`src/hw/rtl/whc_pkg.sv`:
```
// Shared types, constants and the message schedule table for the wide hash compression block.
package whc_pkg;

  typedef enum logic [1:0] {
    OP_CHAIN = 2'd0,
    OP_MSG   = 2'd1,
    OP_START = 2'd2
  } whc_op_e;

  typedef enum logic [1:0] {
    ST_IDLE  = 2'd0,
    ST_PRIME = 2'd1,
    ST_MIX   = 2'd2,
    ST_OUT   = 2'd3
  } whc_state_e;

  typedef struct packed {
    logic [1:0]  op;
    logic [3:0]  word_index;
    logic [63:0] data_word;
    logic [63:0] block_counter;
    logic [7:0]  block_length;
    logic [31:0] flag_bits;
  } whc_in_t;

  typedef struct packed {
    logic [63:0] out_word;
    logic [3:0]  out_index;
    logic        out_last;
  } whc_out_t;

  // Sequencer to datapath controls.
  typedef struct packed {
    logic       in_ready;
    logic       mix;
    logic [1:0] phase;
    logic [2:0] g_step;
    logic       emit;
    logic [3:0] out_cnt;
    logic [3:0] rd_row;
    logic [3:0] rd_col;
  } whc_ctrl_t;

  localparam int unsigned ROT_0 = 32;
  localparam int unsigned ROT_1 = 24;
  localparam int unsigned ROT_2 = 16;
  localparam int unsigned ROT_3 = 63;

  localparam logic [63:0] WHC_IV [8] = '{
    64'h6A09E667F3BCC908, 64'hBB67AE8584CAA73B,
    64'h3C6EF372FE94F82B, 64'hA54FF53A5F1D36F1,
    64'h510E527FADE682D1, 64'h9B05688C2B3E6C1F,
    64'h1F83D9ABFB41BD6B, 64'h5BE0CD19137E2179
  };

  localparam logic [3:0] WHC_PERM [10][16] = '{
    '{4'd0,  4'd1,  4'd2,  4'd3,  4'd4,  4'd5,  4'd6,  4'd7,
      4'd8,  4'd9,  4'd10, 4'd11, 4'd12, 4'd13, 4'd14, 4'd15},
    '{4'd14, 4'd10, 4'd4,  4'd8,  4'd9,  4'd15, 4'd13, 4'd6,
      4'd1,  4'd12, 4'd0,  4'd2,  4'd11, 4'd7,  4'd5,  4'd3},
    '{4'd11, 4'd8,  4'd12, 4'd0,  4'd5,  4'd2,  4'd15, 4'd13,
      4'd10, 4'd14, 4'd3,  4'd6,  4'd7,  4'd1,  4'd9,  4'd4},
    '{4'd7,  4'd9,  4'd3,  4'd1,  4'd13, 4'd12, 4'd11, 4'd14,
      4'd2,  4'd6,  4'd5,  4'd10, 4'd4,  4'd0,  4'd15, 4'd8},
    '{4'd9,  4'd0,  4'd5,  4'd7,  4'd2,  4'd4,  4'd10, 4'd15,
      4'd14, 4'd1,  4'd11, 4'd12, 4'd6,  4'd8,  4'd3,  4'd13},
    '{4'd2,  4'd12, 4'd6,  4'd10, 4'd0,  4'd11, 4'd8,  4'd3,
      4'd4,  4'd13, 4'd7,  4'd5,  4'd15, 4'd14, 4'd1,  4'd9},
    '{4'd12, 4'd5,  4'd1,  4'd15, 4'd14, 4'd13, 4'd4,  4'd10,
      4'd0,  4'd7,  4'd6,  4'd3,  4'd9,  4'd2,  4'd8,  4'd11},
    '{4'd13, 4'd11, 4'd7,  4'd14, 4'd12, 4'd1,  4'd3,  4'd9,
      4'd5,  4'd0,  4'd15, 4'd4,  4'd8,  4'd6,  4'd2,  4'd10},
    '{4'd6,  4'd15, 4'd14, 4'd9,  4'd11, 4'd3,  4'd0,  4'd8,
      4'd12, 4'd2,  4'd13, 4'd7,  4'd1,  4'd4,  4'd10, 4'd5},
    '{4'd10, 4'd2,  4'd8,  4'd4,  4'd7,  4'd6,  4'd1,  4'd5,
      4'd15, 4'd11, 4'd9,  4'd14, 4'd3,  4'd12, 4'd13, 4'd0}
  };

  function automatic logic [3:0] perm_word(logic [3:0] row, logic [3:0] col);
    logic [3:0] sel;
    sel = 4'd0;
    if (row < 4'd10) begin
      sel = WHC_PERM[row][col];
    end
    return sel;
  endfunction

  function automatic logic [63:0] rotr64(logic [63:0] x, int unsigned n);
    return (x >> n) | (x << (64 - n));
  endfunction

endpackage

```
`src/hw/rtl/whc_gmix.sv`:
```
// Shared mixing unit: one quarter of a G function per cycle, one adder and one xor-rotate.
module whc_gmix (
  input  logic [63:0] a_i,
  input  logic [63:0] b_i,
  input  logic [63:0] c_i,
  input  logic [63:0] d_i,
  input  logic [63:0] m_i,
  input  logic [1:0]  phase_i,
  output logic [63:0] a_o,
  output logic [63:0] b_o,
  output logic [63:0] c_o,
  output logic [63:0] d_o
);
  import whc_pkg::*;

  logic        step_b;
  logic [63:0] op_x;
  logic [63:0] op_y;
  logic [63:0] op_z;
  logic [63:0] sum;
  logic [63:0] mix_v;
  logic [63:0] rot_v;

  // Even phases update a and d, odd phases update c and b.
  assign step_b = phase_i[0];
  assign op_x   = step_b ? c_i : a_i;
  assign op_y   = step_b ? d_i : b_i;
  assign op_z   = step_b ? 64'd0 : m_i;
  assign sum    = op_x + op_y + op_z;
  assign mix_v  = (step_b ? b_i : d_i) ^ sum;

  always_comb begin
    case (phase_i)
      2'd0:    rot_v = rotr64(mix_v, ROT_0);
      2'd1:    rot_v = rotr64(mix_v, ROT_1);
      2'd2:    rot_v = rotr64(mix_v, ROT_2);
      default: rot_v = rotr64(mix_v, ROT_3);
    endcase
  end

  assign a_o = step_b ? a_i : sum;
  assign d_o = step_b ? d_i : rot_v;
  assign c_o = step_b ? sum : c_i;
  assign b_o = step_b ? rot_v : b_i;

endmodule

```
`src/hw/rtl/whc_seq.sv`:
```
// Sequencer: round, G step and phase counters plus output word count.
module whc_seq #(
  parameter int unsigned ROUND_COUNT = 10
) (
  input  logic                clk_i,
  input  logic                rst_ni,
  input  logic                start_i,
  input  logic                emit_free_i,
  output whc_pkg::whc_ctrl_t  ctrl_o
);
  import whc_pkg::*;

  localparam int unsigned RND_W = (ROUND_COUNT > 1) ? $clog2(ROUND_COUNT) : 1;
  localparam logic [RND_W-1:0] RND_LAST = RND_W'(ROUND_COUNT - 1);

  whc_state_e       state_q, state_d;
  logic [RND_W-1:0] round_q, round_d;
  logic [2:0]       g_q, g_d;
  logic [1:0]       phase_q, phase_d;
  logic [3:0]       cnt_q, cnt_d;

  always_ff @(posedge clk_i or negedge rst_ni) begin
    if (!rst_ni) begin
      state_q <= ST_IDLE;
      round_q <= '0;
      g_q     <= '0;
      phase_q <= '0;
      cnt_q   <= '0;
    end else begin
      state_q <= state_d;
      round_q <= round_d;
      g_q     <= g_d;
      phase_q <= phase_d;
      cnt_q   <= cnt_d;
    end
  end

  always_comb begin
    state_d = state_q;
    round_d = round_q;
    g_d     = g_q;
    phase_d = phase_q;
    cnt_d   = cnt_q;
    ctrl_o  = '0;
    case (state_q)
      ST_IDLE: begin
        ctrl_o.in_ready = 1'b1;
        if (start_i) begin
          state_d = ST_PRIME;
        end
      end
      // Priming state: the first message word read lands in m_q before mixing starts.
      ST_PRIME: begin
        state_d = ST_MIX;
        round_d = '0;
        g_d     = '0;
        phase_d = '0;
      end
      ST_MIX: begin
        ctrl_o.mix = 1'b1;
        phase_d    = phase_q + 2'd1;
        if (phase_q == 2'd3) begin
          g_d = g_q + 3'd1;
          if (g_q == 3'd7) begin
            if (round_q == RND_LAST) begin
              state_d = ST_OUT;
              round_d = '0;
              cnt_d   = '0;
            end else begin
              round_d = round_q + 1'b1;
            end
          end
        end
      end
      ST_OUT: begin
        if (emit_free_i) begin
          ctrl_o.emit = 1'b1;
          cnt_d       = cnt_q + 4'd1;
          if (cnt_q == 4'd15) begin
            state_d = ST_IDLE;
          end
        end
      end
      default: state_d = ST_IDLE;
    endcase
    ctrl_o.phase   = phase_q;
    ctrl_o.g_step  = g_q;
    ctrl_o.out_cnt = cnt_q;
    // Address the word the next cycle's phase consumes.
    ctrl_o.rd_row  = 4'(round_d);
    ctrl_o.rd_col  = {g_d, phase_d[1]};
  end

endmodule

```
`src/hw/rtl/wide_hash_compression.sv`:
```
// Top level of the wide hash compression block: stores, working state and output register.
//
// Input channel (in_valid_i / in_ready_o / in_data_i) carries one request per item:
// a chaining word load, a message word load or a start. Loads produce nothing; a
// chaining load with index 8 to 15 and op 3 are dropped. A start builds the working
// state from the chaining words, the IV and the block counter, length and flags,
// then runs ROUND_COUNT rounds on one shared adder/xor-rotate unit, one quarter G
// per cycle, through a priming state and then the mixing state. The sixteen output
// words then leave through the output register at one per cycle while the receiver
// does not stall. in_ready_o is low from the start until the last word sits in the
// output register; it rises while that word still waits. Output stalls (out_ready_i
// low) hold the output register and pause emission. Reset clears the sequencer and
// the output valid; the stores and the working state hold undefined data until
// loaded.
module wide_hash_compression #(
  parameter int unsigned ROUND_COUNT = 10
) (
  input  logic              clk_i,
  input  logic              rst_ni,
  input  logic              in_valid_i,
  output logic              in_ready_o,
  input  whc_pkg::whc_in_t  in_data_i,
  output logic              out_valid_o,
  input  logic              out_ready_i,
  output whc_pkg::whc_out_t out_data_o
);
  import whc_pkg::*;

  whc_ctrl_t   ctrl;
  logic        in_acc;
  logic        start;
  logic        emit_free;
  logic [63:0] chain_q [8];
  logic [63:0] msg_mem [16];
  logic [63:0] m_q;
  logic [63:0] v_q [16];
  logic [63:0] v_d [16];
  logic [63:0] v_mix [16];
  logic [63:0] a_n, b_n, c_n, d_n;
  logic        out_valid_q, out_valid_d;
  whc_out_t    out_q;
  logic [63:0] out_word;

  assign in_acc    = in_valid_i && ctrl.in_ready;
  assign start     = in_acc && (in_data_i.op == OP_START);
  assign emit_free = !out_valid_q || out_ready_i;

  whc_seq #(
    .ROUND_COUNT(ROUND_COUNT)
  ) u_seq (
    .clk_i       (clk_i),
    .rst_ni      (rst_ni),
    .start_i     (start),
    .emit_free_i (emit_free),
    .ctrl_o      (ctrl)
  );

  always_ff @(posedge clk_i) begin
    if (in_acc && (in_data_i.op == OP_CHAIN) && !in_data_i.word_index[3]) begin
      chain_q[in_data_i.word_index[2:0]] <= in_data_i.data_word;
    end
  end

  always_ff @(posedge clk_i) begin
    if (in_acc && (in_data_i.op == OP_MSG)) begin
      msg_mem[in_data_i.word_index] <= in_data_i.data_word;
    end
    m_q <= msg_mem[perm_word(ctrl.rd_row, ctrl.rd_col)];
  end

  // The unit always works on column zero of the four rows.
  whc_gmix u_gmix (
    .a_i     (v_q[0]),
    .b_i     (v_q[4]),
    .c_i     (v_q[8]),
    .d_i     (v_q[12]),
    .m_i     (m_q),
    .phase_i (ctrl.phase),
    .a_o     (a_n),
    .b_o     (b_n),
    .c_o     (c_n),
    .d_o     (d_n)
  );

  always_comb begin
    v_mix     = v_q;
    v_mix[0]  = a_n;
    v_mix[4]  = b_n;
    v_mix[8]  = c_n;
    v_mix[12] = d_n;
    v_d       = v_q;
    if (start) begin
      for (int i = 0; i < 8; i++) begin
        v_d[i]     = chain_q[i];
        v_d[i + 8] = WHC_IV[i];
      end
      v_d[12] = WHC_IV[4] ^ in_data_i.block_counter;
      v_d[14] = WHC_IV[6] ^ {56'd0, in_data_i.block_length};
      v_d[15] = WHC_IV[7] ^ {32'd0, in_data_i.flag_bits};
    end else if (ctrl.mix) begin
      v_d = v_mix;
      if (ctrl.phase == 2'd3) begin
        // Advance each row by one word; diagonalize after the last column step
        // and restore the row order after the last diagonal step.
        for (int r = 0; r < 4; r++) begin
          for (int j = 0; j < 4; j++) begin
            if (ctrl.g_step == 3'd3) begin
              v_d[4 * r + j] = v_mix[4 * r + ((j + 1 + r) % 4)];
            end else if (ctrl.g_step == 3'd7) begin
              v_d[4 * r + j] = v_mix[4 * r + ((j + 5 - r) % 4)];
            end else begin
              v_d[4 * r + j] = v_mix[4 * r + ((j + 1) % 4)];
            end
          end
        end
      end
    end
  end

  always_ff @(posedge clk_i) begin
    v_q <= v_d;
  end

  always_comb begin
    if (!ctrl.out_cnt[3]) begin
      out_word = v_q[{1'b0, ctrl.out_cnt[2:0]}] ^ v_q[{1'b1, ctrl.out_cnt[2:0]}];
    end else begin
      out_word = v_q[{1'b1, ctrl.out_cnt[2:0]}] ^ chain_q[ctrl.out_cnt[2:0]];
    end
  end

  always_comb begin
    out_valid_d = out_valid_q;
    if (ctrl.emit) begin
      out_valid_d = 1'b1;
    end else if (out_ready_i) begin
      out_valid_d = 1'b0;
    end
  end

  always_ff @(posedge clk_i or negedge rst_ni) begin
    if (!rst_ni) begin
      out_valid_q <= 1'b0;
    end else begin
      out_valid_q <= out_valid_d;
    end
  end

  always_ff @(posedge clk_i) begin
    if (ctrl.emit) begin
      out_q.out_word  <= out_word;
      out_q.out_index <= ctrl.out_cnt;
      out_q.out_last  <= (ctrl.out_cnt == 4'd15);
    end
  end

  assign in_ready_o  = ctrl.in_ready;
  assign out_valid_o = out_valid_q;
  assign out_data_o  = out_q;

endmodule

```
`config.mk`:
```
export PLATFORM = sky130hd
export DESIGN_NAME = wide_hash_compression
export DESIGN_NICKNAME = d
export VERILOG_FILES = /design/src/hw/rtl/whc_pkg.sv /design/src/hw/rtl/whc_gmix.sv /design/src/hw/rtl/whc_seq.sv /design/src/hw/rtl/wide_hash_compression.sv
export SDC_FILE = /design/constraint.sdc
export NUM_CORES = 2
export LEC_CHECK = 0
export BUFFER_PORTS_ARGS = -buffer_cell sky130_fd_sc_hd__buf_4
export CAP_MARGIN = 20
export CELL_PAD_IN_SITES_DETAIL_PLACEMENT = 0
export CELL_PAD_IN_SITES_GLOBAL_PLACEMENT = 1
export CORE_AREA = 2 2 632 634
export DETAILED_ROUTE_END_ITERATION = 6
export DIE_AREA = 0 0 634 636
export PLACE_DENSITY_LB_ADDON = 0.08
export RECOVER_POWER = 25
export SYNTH_ARGS = -nofsm -noshare
export SYNTH_HDL_FRONTEND = slang
export SYNTH_SLANG_ARGS = --single-unit
```
`constraint.sdc`:
```
create_clock -name clk_i -period 23.9 [get_ports clk_i]
set_input_delay 4.78 -clock clk_i [delete_from_list [all_inputs] [get_ports clk_i]]
set_output_delay 4.78 -clock clk_i [all_outputs]
set_load 0.02 [all_outputs]
```
==> impl_results.html <==
<table>
<tr><th>Metric</th><th>Value</th></tr>
<tr><th colspan="2">Job</th></tr>
<tr><td>Maximum capacitance violations</td><td>37</td></tr>
<tr><th colspan="2">Yosys</th></tr>
<tr><td>Mean cell area of the mapped netlist</td><td>11.0 um2</td></tr>
<tr><td>Cell type contributing the most total cell area after synthesis</td><td>edfxtp_1</td></tr>
<tr><td>Multiplexer area fraction after synthesis</td><td>a little over a tenth</td></tr>
<tr><td>Count of cell types in the netlist</td><td>between 100 and 150</td></tr>
<tr><td>Number of synthesis warnings</td><td>0</td></tr>
<tr><td>Number of enable-type register cells in the synthesized netlist</td><td>roughly 2,300</td></tr>
<tr><td>Most common flop cell mapped by yosys</td><td>edfxtp_1</td></tr>
<tr><td>Share of Yosys cell area claimed by the top area cell type</td><td>49.3%</td></tr>
<tr><td>Simple logic cell fraction of the synthesized area</td><td>14.7%</td></tr>
<tr><td>Fraction of registers with async set/reset</td><td>less than 1%</td></tr>
<tr><td>Adder-cell share of the synthesized area</td><td>1.69%</td></tr>
<tr><td>Total nets after synthesis</td><td>roughly 13,000</td></tr>
<tr><td>Register area share after synthesis</td><td>between 50% and 60%</td></tr>
<tr><td>Leading cell types by total area after synthesis</td><td>edfxtp_1, nand2_1, dfxtp_1, mux4_2, mux2i_1</td></tr>
<tr><td>Compound-Gate Fraction of Synth Area</td><td>12.2%</td></tr>
<tr><td>Post-Synth XOR/XNOR Area</td><td>under 10%</td></tr>
<tr><td>Post-synthesis instance area</td><td>approximately 140,000 um2</td></tr>
<tr><td>Post-Synthesis Cells</td><td>around 13,000</td></tr>
<tr><td>Number of flip-flops and latches in the synthesized netlist</td><td>around 2,700</td></tr>
<tr><td>Main combinational cell family by area after synthesis</td><td>simple AND/OR/NAND/NOR gates</td></tr>
<tr><th colspan="2">Worst setup path</th></tr>
<tr><td>Critical path capture point type</td><td>register</td></tr>
<tr><td>CP max stage delay</td><td>1.81 ns</td></tr>
<tr><td>Worst setup path startpoint</td><td>u_seq.phase_q[0]$_DFFE_PN0N_</td></tr>
<tr><td>Launch point of the worst reg-to-reg path</td><td>u_seq.phase_q[0]$_DFFE_PN0N_</td></tr>
<tr><td>Cell with the biggest individual delay on the critical path</td><td>clkbuf_1</td></tr>
<tr><td>Worst setup SP type</td><td>register</td></tr>
<tr><td>Maximum fanout count along the critical path</td><td>roughly 130</td></tr>
<tr><td>Crit Path Class</td><td>reg -&gt; reg</td></tr>
<tr><td>Crit path cell chain</td><td>clkbuf_1 &gt; ha_1 &gt; nand2_1 &gt; a31o_2 &gt; a31oi_1 &gt; inv_1 &gt; ha_1 &gt; inv_1 &gt; o211ai_1 &gt; a21oi_1 &gt; o211a_1 &gt; a211oi_2 &gt; nor2_4 &gt; buf_12 &gt; buf_4 &gt; buf_4 &gt; nand3_1 &gt; nand3_1 &gt; nand4_1</td></tr>
<tr><td>Worst Path Arrival</td><td>about 13 ns</td></tr>
<tr><td>Required time at the endpoint of the critical path</td><td>around 25 ns</td></tr>
<tr><th colspan="2">Worst hold path</th></tr>
<tr><td>Hold path startpoint</td><td>v_mix[126]$_SDFFE_PP0P_</td></tr>
<tr><td>Path type of the worst min-delay path</td><td>reg -&gt; reg</td></tr>
<tr><th colspan="2">GRT</th></tr>
<tr><td>Number of global-route vias before repair</td><td>104,000</td></tr>
<tr><td>First-pass GRT wire length</td><td>892,000 um</td></tr>
<tr><td>Number of antenna violations at the first check in global routing</td><td>90</td></tr>
<tr><td>All-layer global routing usage</td><td>31.8%</td></tr>
<tr><td>Met1 capacity usage during global routing</td><td>44.4%</td></tr>
<tr><td>Met2 capacity usage during global routing</td><td>between 40% and 50%</td></tr>
<tr><td>Largest net degree at the start of global routing</td><td>around 180</td></tr>
<tr><td>Remaining global-route overflow</td><td>0</td></tr>
<tr><td>Met3 track utilization from global routing</td><td>between 5 and 6%</td></tr>
<tr><td>Peak-usage layer in the global routing report</td><td>met2</td></tr>
<tr><th colspan="2">Timing</th></tr>
<tr><td>Fin crit share</td><td>roughly 51%</td></tr>
<tr><td>Fin Clk Skew</td><td>approximately 0.092 ns</td></tr>
<tr><td># setup viols final</td><td>0</td></tr>
<tr><td>Hold Slack</td><td>roughly 0.5 ns</td></tr>
<tr><td>Max-slew headroom</td><td>-109%</td></tr>
<tr><td>Setup repair after global routing missed its margin</td><td>no</td></tr>
<tr><td>Setup TNS</td><td>0 ns</td></tr>
<tr><td>Tightest Pin Transition</td><td>3.14 ns</td></tr>
<tr><td>Final min period</td><td>12.25 ns</td></tr>
<tr><td>Post-route worst setup slack</td><td>11.65 ns</td></tr>
<tr><td>Max-slew violation count</td><td>just over 900</td></tr>
<tr><td>Max Fclk</td><td>about 80 MHz</td></tr>
<tr><td>Number of endpoints with negative hold slack in the final report</td><td>0</td></tr>
<tr><th colspan="2">Route</th></tr>
<tr><td>Number of iterations in the first detailed-routing pass</td><td>7</td></tr>
<tr><td>Number of routed nets with antenna violations</td><td>0</td></tr>
<tr><td>Via Count</td><td>~110k</td></tr>
<tr><td>Vias per cell</td><td>roughly 6.1</td></tr>
<tr><td>Per-cell routed wire length</td><td>roughly 36 um</td></tr>
<tr><td>Number of DRC markers in iteration 0</td><td>13,700</td></tr>
<tr><td>Total detailed-routing wirelength</td><td>approximately 660,000 um</td></tr>
<tr><td>DRC</td><td>1</td></tr>
<tr><th colspan="2">Place</th></tr>
<tr><td>Pre-CTS setup slack</td><td>14.70 ns</td></tr>
<tr><td>Gp weighted congestion</td><td>~0.96</td></tr>
<tr><td>Number of cells in the design after placement</td><td>approximately 17,000</td></tr>
<tr><td>Post-detail-place hpwl</td><td>around 440,000 um</td></tr>
<tr><td>Post-Place Cell Area</td><td>~150,000 um2</td></tr>
<tr><td>Total of buffers placed on input and output ports</td><td>between 200 and 250</td></tr>
<tr><th colspan="2">Finish</th></tr>
<tr><td>Share of post-route cells with drive strength above 1</td><td>between 10% and 20%</td></tr>
<tr><td>Finished Core Util</td><td>roughly 39%</td></tr>
<tr><td>Total area of multi-input combinational cells</td><td>between 50,000 and 60,000 um2</td></tr>
<tr><td>Fill cell count</td><td>38,400</td></tr>
<tr><td>FF/Latch Area</td><td>just under 80,000 um2</td></tr>
<tr><td>Layout Nets</td><td>about 13,000</td></tr>
<tr><td>Post-route design area</td><td>156,000 um2</td></tr>
<tr><td>Most common library cell in the layout ignoring fill and taps</td><td>nand2_1</td></tr>
<tr><td>Relative area change from synthesis to final layout</td><td>13.1%</td></tr>
<tr><td>Cell Count, Final, Fillers Out</td><td>18,100</td></tr>
<tr><td>Highest-count cells in the layout ignoring fill and taps</td><td>nand2_1, edfxtp_1, nand3_1, o21ai_0, a21oi_1</td></tr>
<tr><th colspan="2">Status</th></tr>
<tr><td>Violations in the final reports</td><td>design-rule violations, max-capacitance violations, max-slew violations</td></tr>
<tr><td>Outcome</td><td>finished, violations left</td></tr>
<tr><th colspan="2">Floorplanning</th></tr>
<tr><td>IO Count</td><td>~250</td></tr>
<tr><td>Core Region</td><td>a little under 400,000 um2</td></tr>
<tr><td>Width of the die</td><td>between 600 and 700 um</td></tr>
<tr><td>Starting Density</td><td>between 30% and 40%</td></tr>
<tr><td>Die Y-Extent</td><td>636 um</td></tr>
<tr><td>Std-Cell Rows</td><td>between 200 and 250</td></tr>
<tr><td>Full die area</td><td>403,000 um2</td></tr>
<tr><th colspan="2">Power and ir drop</th></tr>
<tr><td>Power density normalized to cell area</td><td>around 65 nW/um2</td></tr>
<tr><td>Final Total Pwr</td><td>just over 10 mW</td></tr>
<tr><td>Worst IR drop on VDD</td><td>roughly 0.054 mV</td></tr>
<tr><td>Reported leakage power</td><td>55.7 nW</td></tr>
<tr><th colspan="2">Clock network</th></tr>
<tr><td>Post-CTS Setup Bufs</td><td>0</td></tr>
<tr><td>Post-CTS clock slew at the launch and capture registers of the worst setup and hold paths</td><td>~0.060 ns</td></tr>
<tr><td>Number of gates given a new drive strength after cts</td><td>0</td></tr>
<tr><td>Clock root buffer</td><td>clkbuf_16</td></tr>
<tr><td>Number of buffers added by the clock tree synthesis step</td><td>approximately 330</td></tr>
<tr><td>Hold buffers post-CTS</td><td>0</td></tr>
<tr><td>H-tree depth</td><td>5</td></tr>
<tr><td>Deepest clock path buffer count</td><td>4</td></tr>
<tr><td>Clk Latency, worst-skew pair</td><td>roughly 0.99 ns</td></tr>
<tr><td>Clock Sinks</td><td>around 2,700</td></tr>
<tr><td>Clock tree from TritonCTS</td><td>yes</td></tr>
</table>
## power breakdown
part	switching, mW	internal, mW
combinational	0.0746	0.0149
clock	2.11	2.84
sequential	0	5.09
## area by class of cell
type / count / area share, %
sequential: 2709 / 49.3
multi-input combinational: 8748 / 36.5
clock buffer: 495 / 6.02
tap: 5265 / 4.21
timing repair buffer: 572 / 2.75
clock inverter: 110 / 0.666
inverter: 173 / 0.435
antenna: 77 / 0.123
## cell usage after synthesis, types with 52 or more instances
| master | count |
|---|---|
| a211oi_1 | 101 |
| a21o_1 | 64 |
| a21oi_1 | 652 |
| a221oi_1 | 61 |
| a22o_1 | 74 |
| a22oi_1 | 79 |
| a31oi_1 | 73 |
| and2_1 | 52 |
| and3_1 | 54 |
| buf_1 | 159 |
| buf_2 | 171 |
| clkbuf_1 | 634 |
| dfxtp_1 | 423 |
| edfxtp_1 | 2270 |
| fa_1 | 64 |
| ha_1 | 85 |
| inv_1 | 165 |
| mux2_2 | 96 |
| mux2i_1 | 617 |
| mux4_2 | 333 |
| nand2_1 | 2532 |
| nand3_1 | 1080 |
| nand4_1 | 113 |
| nor2_1 | 535 |
| nor2b_1 | 82 |
| nor3_1 | 88 |
| o211ai_1 | 82 |
| o21ai_0 | 863 |
| o221ai_1 | 67 |
| o22ai_1 | 73 |
| o31ai_1 | 92 |
| xnor2_1 | 93 |
| xor2_1 | 70 |
## state kept, by name, summed over array words and instances, names as in the netlist
register,cells
chain_q,512
out_data_o,69
u_seq.round_q,4
m_q,64
msg_mem,1024
u_seq.cnt_q,4
v_q,256
u_seq.state_q,2
u_seq.phase_q,2
out_valid_o,1
v_mix,768
u_seq.g_q,3
## kinds of logic (layout without fill, tap and decap cells)
logic type,Yosys count,after routing
compound gates,2662,2662
xor+xnor,198,198
fa+ha+maj,149,149
buf+inv,1161,1350
flops,2709,2709
mux,1047,1047
other cells,0,77
simple gates,4692,4692
## worst max-delay path, delay by kind of cell, from the launching register on
kind	cells	cell delay (ns)
AO/OA/AOI/OAI	6	2.39
adder cells (fa/ha/maj)	2	1.49
flip-flops	1	1.15
buffers and inverters	6	4.96
AND/OR/NAND/NOR	5	1.55
## path summary, 6_finish.rpt
kind	slack [ns]	to	cells after the start
worst max register to register	11.65	m_q[21]$_DFF_P_	19
max in group asynchronous	19.21	u_seq.cnt_q[2]$_DFFE_PN0P_	1
min in group asynchronous	3.97	u_seq.state_q[1]$_DFFE_PN0P_	1
worst max-delay path	11.65	m_q[21]$_DFF_P_	19
worst min-delay path	0.49	v_mix[126]$_SDFFE_PP0P_	2
worst min register to register	0.49	v_mix[126]$_SDFFE_PP0P_	2
## metal layers
layer | share of wire [%] | routed length [um]
met2 | 45 | 294000
met5 | 0.026 | 172
met3 | 8.2 | 54100
met4 | 4.2 | 27900
met1 | 43 | 282000
(Power assumes the default switching activity.)
